$ cat src/hw/rtl/eidr_pkg.sv
// Shared types, constants and tables for the dead reckoning block.
package eidr_pkg;

    // Default parameter values.
    localparam int ANGLE_BITS_DEF = 16;
    localparam int POS_BITS_DEF   = 32;

    // Reset value of the step length register.
    localparam logic [15:0] STEP_LENGTH_RESET = 16'd4392;

    // Width of the serial multiplier's digit operand.
    localparam int MUL_BW = 32;

    // CORDIC datapath.
    localparam int CORDIC_ITERS = 30;
    localparam int ITER_W       = 5;
    localparam int CXW          = 40;
    localparam int CZW          = 34;
    localparam logic signed [CXW-1:0] CORDIC_K     = 40'sd652032874;
    localparam logic signed [CZW-1:0] QUARTER_TURN = 34'sh0_4000_0000;
    localparam logic signed [CZW-1:0] HALF_TURN    = 34'sh0_8000_0000;

    // Arctangent of 2^-i in 2^-32 turn.
    localparam logic [29:0] ATAN_TAB [CORDIC_ITERS] = '{
        30'd536870912, 30'd316933406, 30'd167458907, 30'd85004756, 30'd42667331,
        30'd21354465, 30'd10679838, 30'd5340245, 30'd2670163, 30'd1335087,
        30'd667544, 30'd333772, 30'd166886, 30'd83443, 30'd41722,
        30'd20861, 30'd10430, 30'd5215, 30'd2608, 30'd1304,
        30'd652, 30'd326, 30'd163, 30'd81, 30'd41,
        30'd20, 30'd10, 30'd5, 30'd3, 30'd1
    };

    // Configuration register indexes.
    typedef enum logic [1:0] {
        REG_INITIAL_X       = 2'd0,
        REG_INITIAL_Y       = 2'd1,
        REG_INITIAL_HEADING = 2'd2,
        REG_STEP_LENGTH     = 2'd3
    } cfg_reg_t;

    // Configuration values seen by the datapath.
    typedef struct packed {
        logic signed [31:0] initial_x;
        logic signed [31:0] initial_y;
        logic signed [15:0] initial_heading;
        logic        [15:0] step_length;
    } cfg_t;

    // One control tick.
    typedef struct packed {
        logic signed [15:0] quat_x;
        logic signed [15:0] quat_y;
        logic signed [15:0] quat_z;
        logic signed [15:0] quat_w;
        logic signed [15:0] right_count;
        logic signed [15:0] left_count;
        logic               right_fresh;
        logic               left_fresh;
    } tick_t;

    // CORDIC operands and results; vec selects vectoring mode.
    typedef struct packed {
        logic                  vec;
        logic signed [CXW-1:0] x;
        logic signed [CXW-1:0] y;
        logic signed [CZW-1:0] z;
    } cordic_req_t;

endpackage

$ cat src/hw/rtl/eidr_mul.sv
// Bit-serial signed multiplier, one multiplier bit per cycle.
module eidr_mul
    import eidr_pkg::*;
#(
    parameter int AW = 34,
    parameter int BW = MUL_BW
)(
    input  logic                    clk,
    input  logic                    rst_n,
    input  logic                    start,
    input  logic signed [AW-1:0]    a,
    input  logic signed [BW-1:0]    b,
    output logic                    done,
    output logic signed [AW+BW-1:0] prod
);

    localparam int PW = AW + BW;
    localparam int CW = $clog2(BW);

    logic signed [PW-1:0] mcand_reg;
    logic signed [PW-1:0] prod_reg;
    logic        [BW-1:0] mult_reg;
    logic        [CW-1:0] cnt_reg;
    logic                 busy_reg;
    logic                 done_reg;
    logic                 last;
    logic signed [PW-1:0] addend;

    // The top multiplier bit carries negative weight.
    always_comb
    begin
        last = (cnt_reg == CW'(BW - 1));
        if (mult_reg[0])
        begin
            addend = last ? -mcand_reg : mcand_reg;
        end
        else
        begin
            addend = '0;
        end
    end

    // Control.
    always_ff @(posedge clk or negedge rst_n)
    begin
        if (!rst_n)
        begin
            busy_reg <= 1'b0;
            done_reg <= 1'b0;
            cnt_reg  <= '0;
        end
        else
        begin
            done_reg <= 1'b0;
            if (start)
            begin
                busy_reg <= 1'b1;
                cnt_reg  <= '0;
            end
            else if (busy_reg)
            begin
                cnt_reg <= cnt_reg + CW'(1);
                if (last)
                begin
                    busy_reg <= 1'b0;
                    done_reg <= 1'b1;
                end
            end
        end
    end

    // Shift-and-add datapath.
    always_ff @(posedge clk)
    begin
        if (start)
        begin
            mcand_reg <= PW'(a);
            mult_reg  <= b;
            prod_reg  <= '0;
        end
        else if (busy_reg)
        begin
            prod_reg  <= prod_reg + addend;
            mcand_reg <= mcand_reg <<< 1;
            mult_reg  <= mult_reg >> 1;
        end
    end

    assign done = done_reg;
    assign prod = prod_reg;

endmodule

$ cat src/hw/rtl/eidr_cordic.sv
// Iterative CORDIC, one micro-rotation per cycle, vectoring or rotation mode.
module eidr_cordic
    import eidr_pkg::*;
(
    input  logic        clk,
    input  logic        rst_n,
    input  logic        start,
    input  cordic_req_t req,
    output logic        done,
    output cordic_req_t res
);

    logic signed [CXW-1:0] x_reg;
    logic signed [CXW-1:0] y_reg;
    logic signed [CZW-1:0] z_reg;
    logic                  vec_reg;
    logic [ITER_W-1:0]     iter_reg;
    logic                  busy_reg;
    logic                  done_reg;
    logic signed [CXW-1:0] xs;
    logic signed [CXW-1:0] ys;
    logic signed [CZW-1:0] atan;
    logic                  cw;
    logic                  last;

    // One micro-rotation; cw turns the vector clockwise.
    always_comb
    begin
        xs   = x_reg >>> iter_reg;
        ys   = y_reg >>> iter_reg;
        atan = $signed({{(CZW - 30){1'b0}}, ATAN_TAB[iter_reg]});
        cw   = vec_reg ? (y_reg > 0) : z_reg[CZW-1];
        last = (iter_reg == ITER_W'(CORDIC_ITERS - 1));
    end

    // Control.
    always_ff @(posedge clk or negedge rst_n)
    begin
        if (!rst_n)
        begin
            busy_reg <= 1'b0;
            done_reg <= 1'b0;
            iter_reg <= '0;
        end
        else
        begin
            done_reg <= 1'b0;
            if (start)
            begin
                busy_reg <= 1'b1;
                iter_reg <= '0;
            end
            else if (busy_reg)
            begin
                iter_reg <= iter_reg + ITER_W'(1);
                if (last)
                begin
                    busy_reg <= 1'b0;
                    done_reg <= 1'b1;
                end
            end
        end
    end

    // Datapath.
    always_ff @(posedge clk)
    begin
        if (start)
        begin
            x_reg   <= req.x;
            y_reg   <= req.y;
            z_reg   <= req.z;
            vec_reg <= req.vec;
        end
        else if (busy_reg)
        begin
            if (cw)
            begin
                x_reg <= x_reg + ys;
                y_reg <= y_reg - xs;
                z_reg <= z_reg + atan;
            end
            else
            begin
                x_reg <= x_reg - ys;
                y_reg <= y_reg + xs;
                z_reg <= z_reg - atan;
            end
        end
    end

    assign done    = done_reg;
    assign res.vec = vec_reg;
    assign res.x   = x_reg;
    assign res.y   = y_reg;
    assign res.z   = z_reg;

endmodule

$ cat src/hw/rtl/eidr_core.sv
// Sequencer and pose state: drives the shared multiplier and CORDIC per tick.
module eidr_core
    import eidr_pkg::*;
#(
    parameter int ANGLE_BITS = ANGLE_BITS_DEF,
    parameter int POS_BITS   = POS_BITS_DEF
)(
    input  logic                       clk,
    input  logic                       rst_n,
    input  logic                       start,
    input  tick_t                      tick,
    input  cfg_t                       cfg,
    output logic                       idle,
    output logic                       res_valid,
    input  logic                       res_ready,
    output logic signed [POS_BITS-1:0] global_x,
    output logic signed [POS_BITS-1:0] global_y
);

    localparam int MA = (POS_BITS > 34) ? POS_BITS : 34;
    localparam int PW = MA + MUL_BW;
    localparam int SW = PW + 1;
    localparam int AB = ANGLE_BITS;

    typedef enum logic [4:0] {
        S_IDLE, S_QXY, S_QZW, S_QYY, S_QZZ, S_CHECK, S_ATAN, S_SCREL, S_DIST,
        S_MDX, S_MDY, S_SCHEAD, S_RXC, S_RYS, S_RXS, S_RYC, S_DONE
    } state_t;

    state_t                      state_reg;
    logic                        issued_reg;
    tick_t                       tick_reg;
    logic signed [35:0]          t_reg;
    logic signed [33:0]          num_reg;
    logic signed [33:0]          den_reg;
    logic        [AB-1:0]        yaw_reg;
    logic        [AB-1:0]        ref_reg;
    logic        [AB-1:0]        rel_reg;
    logic        [2:0]           cnt_reg;
    logic                        neg_reg;
    logic signed [31:0]          c_reg;
    logic signed [31:0]          s_reg;
    logic signed [33:0]          dist_reg;
    logic signed [POS_BITS-1:0]  local_x_reg;
    logic signed [POS_BITS-1:0]  local_y_reg;
    logic signed [POS_BITS-1:0]  global_x_reg;
    logic signed [POS_BITS-1:0]  global_y_reg;
    logic signed [SW-1:0]        gacc_reg;

    logic                        mul_op;
    logic                        mul_start;
    logic                        mul_done;
    logic signed [MA-1:0]        mul_a;
    logic signed [MUL_BW-1:0]    mul_b;
    logic signed [PW-1:0]        prod;
    logic                        cord_op;
    logic                        cord_start;
    logic                        cord_done;
    cordic_req_t                 cord_req;
    cordic_req_t                 cord_res;
    logic                        fold_neg;
    logic signed [CZW-1:0]       angle;
    logic signed [35:0]          pair2;
    logic signed [SW-1:0]        dmove;
    logic signed [SW-1:0]        rterm;
    logic signed [CZW-1:0]       yaw_z;
    logic        [AB-1:0]        yaw_new;
    logic signed [31:0]          c_new;
    logic signed [31:0]          s_new;
    logic        [2:0]           cnt_new;
    logic signed [16:0]          count_sum;

    // Clamp to the signed position range.
    function automatic logic signed [POS_BITS-1:0] sat_pos(input logic signed [SW-1:0] v);
        logic signed [SW-1:0] hi;
        logic signed [SW-1:0] lo;
        hi = (SW'(1) <<< (POS_BITS - 1)) - SW'(1);
        lo = ~hi;
        if (v > hi)
        begin
            return hi[POS_BITS-1:0];
        end
        else if (v < lo)
        begin
            return lo[POS_BITS-1:0];
        end
        return v[POS_BITS-1:0];
    endfunction

    eidr_mul #(.AW(MA), .BW(MUL_BW)) u_mul (
        .clk   (clk),
        .rst_n (rst_n),
        .start (mul_start),
        .a     (mul_a),
        .b     (mul_b),
        .done  (mul_done),
        .prod  (prod)
    );

    eidr_cordic u_cordic (
        .clk   (clk),
        .rst_n (rst_n),
        .start (cord_start),
        .req   (cord_req),
        .done  (cord_done),
        .res   (cord_res)
    );

    // Multiplier operand selection per step.
    always_comb
    begin
        count_sum = 17'(tick_reg.left_count) + 17'(tick_reg.right_count);
        mul_op = 1'b1;
        mul_a  = '0;
        mul_b  = '0;
        unique case (state_reg)
            S_QXY:
            begin
                mul_a = MA'(tick_reg.quat_x);
                mul_b = MUL_BW'(tick_reg.quat_y);
            end
            S_QZW:
            begin
                mul_a = MA'(tick_reg.quat_z);
                mul_b = MUL_BW'(tick_reg.quat_w);
            end
            S_QYY:
            begin
                mul_a = MA'(tick_reg.quat_y);
                mul_b = MUL_BW'(tick_reg.quat_y);
            end
            S_QZZ:
            begin
                mul_a = MA'(tick_reg.quat_z);
                mul_b = MUL_BW'(tick_reg.quat_z);
            end
            S_DIST:
            begin
                // A stale count on either wheel gives no travel.
                if (tick_reg.right_fresh && tick_reg.left_fresh)
                begin
                    mul_a = MA'(count_sum);
                end
                mul_b = $signed({{(MUL_BW - 16){1'b0}}, cfg.step_length});
            end
            S_MDX:
            begin
                mul_a = MA'(dist_reg);
                mul_b = c_reg;
            end
            S_MDY:
            begin
                mul_a = MA'(dist_reg);
                mul_b = s_reg;
            end
            S_RXC:
            begin
                mul_a = MA'(local_x_reg);
                mul_b = c_reg;
            end
            S_RYS:
            begin
                mul_a = MA'(local_y_reg);
                mul_b = s_reg;
            end
            S_RXS:
            begin
                mul_a = MA'(local_x_reg);
                mul_b = s_reg;
            end
            S_RYC:
            begin
                mul_a = MA'(local_y_reg);
                mul_b = c_reg;
            end
            default:
            begin
                mul_op = 1'b0;
            end
        endcase
        mul_start = mul_op && !issued_reg;
    end

    // CORDIC request: quadrant pre-rotation for the yaw, half-turn fold for sin/cos.
    always_comb
    begin
        cord_op  = 1'b1;
        fold_neg = 1'b0;
        cord_req = '0;
        if (state_reg == S_SCREL)
        begin
            angle = $signed({2'b00, rel_reg, {(32 - AB){1'b0}}});
            angle = CZW'($signed(angle[31:0]));
        end
        else
        begin
            angle = CZW'($signed({cfg.initial_heading, 16'h0000}));
        end
        unique case (state_reg)
            S_ATAN:
            begin
                cord_req.vec = 1'b1;
                if (den_reg < 0)
                begin
                    if (num_reg >= 0)
                    begin
                        cord_req.x = CXW'(num_reg);
                        cord_req.y = -CXW'(den_reg);
                        cord_req.z = QUARTER_TURN;
                    end
                    else
                    begin
                        cord_req.x = -CXW'(num_reg);
                        cord_req.y = CXW'(den_reg);
                        cord_req.z = -QUARTER_TURN;
                    end
                end
                else
                begin
                    cord_req.x = CXW'(den_reg);
                    cord_req.y = CXW'(num_reg);
                end
            end
            S_SCREL, S_SCHEAD:
            begin
                cord_req.x = CORDIC_K;
                if (angle > QUARTER_TURN)
                begin
                    cord_req.z = angle - HALF_TURN;
                    fold_neg   = 1'b1;
                end
                else if (angle < -QUARTER_TURN)
                begin
                    cord_req.z = angle + HALF_TURN;
                    fold_neg   = 1'b1;
                end
                else
                begin
                    cord_req.z = angle;
                end
            end
            default:
            begin
                cord_op = 1'b0;
            end
        endcase
        cord_start = cord_op && !issued_reg;
    end

    // Results of the shared units.
    always_comb
    begin
        pair2   = (t_reg + 36'(prod)) <<< 1;
        dmove   = (SW'(prod) + (SW'(1) <<< 38)) >>> 39;
        rterm   = (SW'(prod) + (SW'(1) <<< 29)) >>> 30;
        yaw_z   = cord_res.z + (CZW'(1) <<< (31 - AB));
        yaw_new = yaw_z[31 -: AB];
        c_new   = neg_reg ? -32'(cord_res.x) : 32'(cord_res.x);
        s_new   = neg_reg ? -32'(cord_res.y) : 32'(cord_res.y);
        cnt_new = (cnt_reg <= 3'd3) ? cnt_reg + 3'd1 : cnt_reg;
    end

    // Sequencer and pose state.
    always_ff @(posedge clk or negedge rst_n)
    begin
        if (!rst_n)
        begin
            state_reg    <= S_IDLE;
            issued_reg   <= 1'b0;
            cnt_reg      <= '0;
            ref_reg      <= '0;
            rel_reg      <= '0;
            local_x_reg  <= '0;
            local_y_reg  <= '0;
            global_x_reg <= '0;
            global_y_reg <= '0;
        end
        else
        begin
            if (mul_start || cord_start)
            begin
                issued_reg <= 1'b1;
            end
            if (mul_done || cord_done)
            begin
                issued_reg <= 1'b0;
            end
            unique case (state_reg)
                S_IDLE:
                begin
                    if (start)
                    begin
                        state_reg <= S_QXY;
                    end
                end
                S_QXY:
                begin
                    if (mul_done)
                    begin
                        state_reg <= S_QZW;
                    end
                end
                S_QZW:
                begin
                    if (mul_done)
                    begin
                        state_reg <= S_QYY;
                    end
                end
                S_QYY:
                begin
                    if (mul_done)
                    begin
                        state_reg <= S_QZZ;
                    end
                end
                S_QZZ:
                begin
                    if (mul_done)
                    begin
                        state_reg <= S_CHECK;
                    end
                end
                S_CHECK:
                begin
                    // A zero yaw leaves the pose untouched.
                    if (num_reg == 0 && !den_reg[33])
                    begin
                        state_reg <= S_DONE;
                    end
                    else
                    begin
                        state_reg <= S_ATAN;
                    end
                end
                S_ATAN:
                begin
                    if (cord_done)
                    begin
                        cnt_reg <= cnt_new;
                        if (cnt_reg == 3'd0)
                        begin
                            ref_reg <= yaw_new;
                        end
                        state_reg <= S_SCREL;
                    end
                end
                S_SCREL:
                begin
                    if (cord_done)
                    begin
                        rel_reg   <= yaw_reg - ref_reg;
                        state_reg <= S_DIST;
                    end
                end
                S_DIST:
                begin
                    if (mul_done)
                    begin
                        state_reg <= S_MDX;
                    end
                end
                S_MDX:
                begin
                    if (mul_done)
                    begin
                        local_x_reg <= sat_pos(SW'(local_x_reg) + dmove);
                        state_reg   <= S_MDY;
                    end
                end
                S_MDY:
                begin
                    if (mul_done)
                    begin
                        local_y_reg <= sat_pos(SW'(local_y_reg) + dmove);
                        state_reg   <= S_SCHEAD;
                    end
                end
                S_SCHEAD:
                begin
                    if (cord_done)
                    begin
                        state_reg <= S_RXC;
                    end
                end
                S_RXC:
                begin
                    if (mul_done)
                    begin
                        state_reg <= S_RYS;
                    end
                end
                S_RYS:
                begin
                    if (mul_done)
                    begin
                        global_x_reg <= sat_pos(gacc_reg - rterm);
                        state_reg    <= S_RXS;
                    end
                end
                S_RXS:
                begin
                    if (mul_done)
                    begin
                        state_reg <= S_RYC;
                    end
                end
                S_RYC:
                begin
                    if (mul_done)
                    begin
                        global_y_reg <= sat_pos(gacc_reg + rterm);
                        state_reg    <= S_DONE;
                    end
                end
                S_DONE:
                begin
                    if (res_ready)
                    begin
                        state_reg <= S_IDLE;
                    end
                end
                default:
                begin
                    state_reg <= S_IDLE;
                end
            endcase
        end
    end

    // Working registers of one tick.
    always_ff @(posedge clk)
    begin
        if (state_reg == S_IDLE && start)
        begin
            tick_reg <= tick;
        end
        if (cord_start)
        begin
            neg_reg <= fold_neg;
        end
        if (mul_done)
        begin
            unique case (state_reg)
                S_QXY, S_QYY:
                begin
                    t_reg <= 36'(prod);
                end
                S_QZW:
                begin
                    num_reg <= 34'(pair2);
                end
                S_QZZ:
                begin
                    den_reg <= 34'sh1000_0000 - 34'(pair2);
                end
                S_DIST:
                begin
                    dist_reg <= 34'(prod);
                end
                S_RXC:
                begin
                    gacc_reg <= SW'(cfg.initial_x) + rterm;
                end
                S_RXS:
                begin
                    gacc_reg <= SW'(cfg.initial_y) + rterm;
                end
                default:
                begin
                end
            endcase
        end
        if (cord_done)
        begin
            if (state_reg == S_ATAN)
            begin
                yaw_reg <= yaw_new;
            end
            else
            begin
                c_reg <= c_new;
                s_reg <= s_new;
            end
        end
    end

    assign idle      = (state_reg == S_IDLE);
    assign res_valid = (state_reg == S_DONE);
    assign global_x  = global_x_reg;
    assign global_y  = global_y_reg;

endmodule

$ cat src/hw/rtl/encoder_imu_dead_reckoning.sv
// Each tick with motion takes eleven serial multiplies and three CORDIC passes, all on
// one shared multiplier and one CORDIC; a tick whose yaw is zero takes four multiplies
// and no CORDIC pass. One tick is in work at a time.
// The next tick is taken while a result waits in the output register.
// Reset (rst_n low, asynchronous) clears the pose state, the startup counter and
// the registers, with step_length at 4392.
module encoder_imu_dead_reckoning
    import eidr_pkg::*;
#(
    parameter int ANGLE_BITS = ANGLE_BITS_DEF,
    parameter int POS_BITS   = POS_BITS_DEF
)(
    input  logic        clk,
    input  logic        rst_n,
    input  logic        s_axis_tvalid,
    output logic        s_axis_tready,
    // quat_x, quat_y, quat_z, quat_w, right_count, left_count
    input  logic [95:0] s_axis_tdata,
    // right_fresh, left_fresh
    input  logic [1:0]  s_axis_tuser,
    output logic        m_axis_tvalid,
    input  logic        m_axis_tready,
    // pose_x, pose_y
    output logic [63:0] m_axis_tdata,
    input  logic        cfg_valid,
    output logic        cfg_ready,
    input  logic [1:0]  cfg_index,
    input  logic [31:0] cfg_data
);

    cfg_t                       cfg_reg;
    tick_t                      tick;
    logic                       idle;
    logic                       res_valid;
    logic                       res_ready;
    logic signed [POS_BITS-1:0] global_x;
    logic signed [POS_BITS-1:0] global_y;
    logic                       m_valid_reg;
    logic [63:0]                m_data_reg;

    // Unpack the input request.
    always_comb
    begin
        tick.quat_x      = s_axis_tdata[15:0];
        tick.quat_y      = s_axis_tdata[31:16];
        tick.quat_z      = s_axis_tdata[47:32];
        tick.quat_w      = s_axis_tdata[63:48];
        tick.right_count = s_axis_tdata[79:64];
        tick.left_count  = s_axis_tdata[95:80];
        tick.right_fresh = s_axis_tuser[0];
        tick.left_fresh  = s_axis_tuser[1];
    end

    // Configuration registers.
    always_ff @(posedge clk or negedge rst_n)
    begin
        if (!rst_n)
        begin
            cfg_reg.initial_x       <= '0;
            cfg_reg.initial_y       <= '0;
            cfg_reg.initial_heading <= '0;
            cfg_reg.step_length     <= STEP_LENGTH_RESET;
        end
        else if (cfg_valid)
        begin
            unique case (cfg_reg_t'(cfg_index))
                REG_INITIAL_X:       cfg_reg.initial_x       <= cfg_data;
                REG_INITIAL_Y:       cfg_reg.initial_y       <= cfg_data;
                REG_INITIAL_HEADING: cfg_reg.initial_heading <= cfg_data[15:0];
                REG_STEP_LENGTH:     cfg_reg.step_length     <= cfg_data[15:0];
            endcase
        end
    end

    assign cfg_ready = 1'b1;

    eidr_core #(.ANGLE_BITS(ANGLE_BITS), .POS_BITS(POS_BITS)) u_core (
        .clk       (clk),
        .rst_n     (rst_n),
        .start     (s_axis_tvalid),
        .tick      (tick),
        .cfg       (cfg_reg),
        .idle      (idle),
        .res_valid (res_valid),
        .res_ready (res_ready),
        .global_x  (global_x),
        .global_y  (global_y)
    );

    assign s_axis_tready = idle;
    assign res_ready     = !m_valid_reg || m_axis_tready;

    // Output register decouples the result from the next tick.
    always_ff @(posedge clk or negedge rst_n)
    begin
        if (!rst_n)
        begin
            m_valid_reg <= 1'b0;
        end
        else if (res_valid && res_ready)
        begin
            m_valid_reg <= 1'b1;
        end
        else if (m_axis_tready)
        begin
            m_valid_reg <= 1'b0;
        end
    end

    always_ff @(posedge clk)
    begin
        if (res_valid && res_ready)
        begin
            m_data_reg <= {32'(global_y), 32'(global_x)};
        end
    end

    assign m_axis_tvalid = m_valid_reg;
    assign m_axis_tdata  = m_data_reg;

endmodule

$ cat config.mk
export PLATFORM = sky130hd
export DESIGN_NAME = encoder_imu_dead_reckoning
export DESIGN_NICKNAME = d
export VERILOG_FILES = /design/src/hw/rtl/eidr_pkg.sv /design/src/hw/rtl/eidr_mul.sv /design/src/hw/rtl/eidr_cordic.sv /design/src/hw/rtl/eidr_core.sv /design/src/hw/rtl/encoder_imu_dead_reckoning.sv
export SDC_FILE = /design/constraint.sdc
export NUM_CORES = 2
export LEC_CHECK = 0
export BUFFER_PORTS_ARGS = -buffer_cell sky130_fd_sc_hd__buf_2
export CORE_MARGIN = 8
export CORE_UTILIZATION = 55
export DETAILED_ROUTE_END_ITERATION = 8
export GPL_TIMING_DRIVEN = 1
export PLACE_DENSITY_LB_ADDON = 0.2
export SETUP_SLACK_MARGIN = 0.1
export SYNTH_ARGS = -nofsm -noshare
export SYNTH_HDL_FRONTEND = slang
export SYNTH_SLANG_ARGS = --single-unit
$ cat constraint.sdc
create_clock -name clk -period 16 [get_ports clk]
set_input_delay 0.8 -clock clk [delete_from_list [all_inputs] [get_ports clk]]
set_output_delay 0.8 -clock clk [all_outputs]
set_load 0.05 [all_outputs]
==> impl_metrics.ini <==
[logic_synthesis]
ys_seq_area_frac = 0.374
syn_nets = 8263
synth_largest_area_cell = edfxtp_1
synth-edff-count = 627
synth_top_area_frac = 0.259
syn_avg_cell_area_um2 = 9.47
ys_warn_count = 0
synthFlopType = edfxtp_1
synth_area_um2 = 72600
synth.top_cells.by_area = edfxtp_1 (26%), dfrtp_1 (9.5%), ha_1 (7.6%)
syn_inst = 7673
ys_types = 106
ys_ff_latch = 973
synthArstFlopShare = 0.288

[global_routing]
grt_use_total = 0.318
grt_pass1_vias = 57900
grt_pass1_wl_um = 357000
antenna_found_initial = 8
grt_max_degree = 138
overflow = 0

[finish]
final_cells = 9514
multi_input_area_um2 = 42900
largest_reg_flops = 98
num-nets-final = 8246
drive_above_1_share = 0.112
fillers = 11300
synthToLayoutAreaGrowth_pct = 8.42
seq_area_um2 = 27200
fin_area_um2 = 78700

[critical_path]
path_class = reg2reg
path_max_fanout = 54
cp.arrival_ns = 8.73
cp_data_required_time_ns = 16.45
end_kind = flop
critPathLaunchType = flop

[place]
place_ws_ns = 7.85
io_buffers = 202
routabilityCongestion = 1.01
placed_cell_area_um2 = 75000
dp_hpwl_um = 181000
dp.cells = 9301

[routing]
route.met2.wl_um = 104000
highest_layer = met5
drt-met1-wl_um = 102000
wl_met3_um = 20500
num_vias = 61600
drt_iter0_drc = 6589
drtAntennaViolNets = 0
drcViolationCount = 0
dr.pass1.iters = 6
drt-vias-per-instance = 6.48
wl_per_cell_um = 24.8
wirelength_um = 236000

[pwr]
total_power_w = 0.0202
p_leak_nw = 31.1
irDropWorstVdd_v = 0.000126
powerDensity_nw_per_um2 = 256

[timing]
max_freq_mhz = 121
skew_ns = 0.0602
rsz0062_at_grt = no
slew_headroom = 0.0608
setup_viol = 0
setup_tns_ns = 0
final_hold_viol_count = 0
fin_crit_ns = 8.28
fin_crit_sh = 0.517
max_slew.worst_pin.slew_ns = 1.39
report.final.slew_viol_count = 0
setup_ws_ns = 7.72

[cts]
htree_levels = 3
clock-sinks = 973
cts_buffers = 108
cts_tree = built
cts_resized = 0
clock_path_buffers = 3
clk_pin_slew_ns = 0.06
cts-root-buf = clkbuf_16
clk_latency_ns = 0.76
cts_setup_buffers = 0
postCtsHoldBufs = 0

[outcome]
status = completed

[floorplanning]
die_h_um = 379
start_util = 0.553
die_area_um2 = 144000
die_width_um = 379
pin_count = 204
rows = 133
core-area_um2 = 131000

[worst_hold_path]
hp-class = in2async

[run]
drv_cap = 0
-- synthesized netlist by cell type (66+ instances only) --
cell / count
nand2b_1: 73
o21a_1: 88
a21oi_1: 552
nor2_1: 599
xor2_1: 234
a211oi_1: 69
and2_1: 106
inv_1: 257
dfrtp_1: 276
a31oi_1: 94
clkbuf_1: 321
mux2i_1: 135
o22ai_1: 103
nor3_1: 126
or3_1: 72
mux4_2: 100
nand2_1: 639
mux2_2: 184
edfxtp_1: 627
nand3_1: 141
xnor2_1: 488
o31ai_1: 73
a21o_1: 170
dfxtp_1: 66
o21ai_0: 550
and3_1: 77
ha_1: 441
-- final cells by class --
class,instances,area share
sequential,973,0.345
inverter,261,0.0125
clock buffer,143,0.0383
multi-input combinational,6027,0.545
clock inverter,63,0.00950
timing repair buffer,285,0.0212
tap,1755,0.0279
antenna,7,0.000222
-- routing by layer --
metal | global-route usage | vias to the layer above
met5 | 0 | -
met1 | 0.445 | 30000
met4 | 0.121 | 8
li1 | - | 28600
met2 | 0.489 | 2596
met3 | 0.0609 | 486
-- stage by stage --
stage	util	hold WS [ns]
2_1_floorplan	-	0.419
3_3_place_gp	0.571	0.424
3_5_place_dp	0.571	0.429
4_1_cts	0.600	0.125
5_1_grt	0.600	0.141
6_report	0.600	0.100
-- power by group --
group / switching (W) / total, W / internal, W
sequential: 0.000854 / 0.00463 / 0.00377
combinational: 0.00760 / 0.0129 / 0.00531
clock: 0.00112 / 0.00264 / 0.00152
-- placed cells by master, fill, tap and decap left out, drive strengths merged, types with 135 or more instances in the layout --
| cell | count |
|---|---|
| a21o | 170 |
| a21oi | 552 |
| buf | 285 |
| clkbuf | 143 |
| dfrtp | 276 |
| edfxtp | 627 |
| ha | 441 |
| inv | 269 |
| mux2 | 184 |
| mux2i | 135 |
| nand2 | 640 |
| nand3 | 141 |
| nor2 | 599 |
| o21ai | 558 |
| xnor2 | 488 |
| xor2 | 234 |
-- critical path, cell delays in order, from the launching register on --
cell and delay (ns):
dfrtp_2 0.79, buf_4 0.68, mux4_2 0.64, mux4_2 0.54
a221oi_1 0.48, ha_1 0.26, or3b_1 0.42, nor2_1 0.15
a31oi_1 0.12, xor2_1 0.17, ha_1 0.34, a211o_1 0.35
o41ai_1 0.64, o21ai_0 0.33, o41ai_1 0.73, o21ai_0 0.37
a221o_1 0.38, o21ai_0 0.18, o311ai_0 0.18, o221ai_1 0.10
o22ai_1 0.11
-- cells by family after synthesis --
group	after synthesis	synth area share
flops	973	0.374
simple gates	2170	0.143
buf+inv	673	0.0367
other cells	1	0.0000516
mux	419	0.0781
xor+xnor	722	0.0871
fa+ha+maj	468	0.0813
compound gates	2247	0.199
-- final timing paths --
check                                                 start  slack (ns)  cells after the start                         to
worst min register to register          u_core.global_y[31]        0.44                      0           m_axis_tdata[63]
min in group clk                           s_axis_tdata[78]        0.22                      1        u_core.tick_reg[32]
worst min-delay path                                  rst_n        0.10                      1      u_core.local_x_reg[3]
worst max-delay path            u_core.u_cordic.iter_reg[3]        7.72                     20  u_core.u_cordic.y_reg[33]
worst max register to register  u_core.u_cordic.iter_reg[3]        7.72                     20  u_core.u_cordic.y_reg[33]
max in group asynchronous                             rst_n       13.91                      3        u_core.global_x[29]
Power figures use the tool's default switching activity.
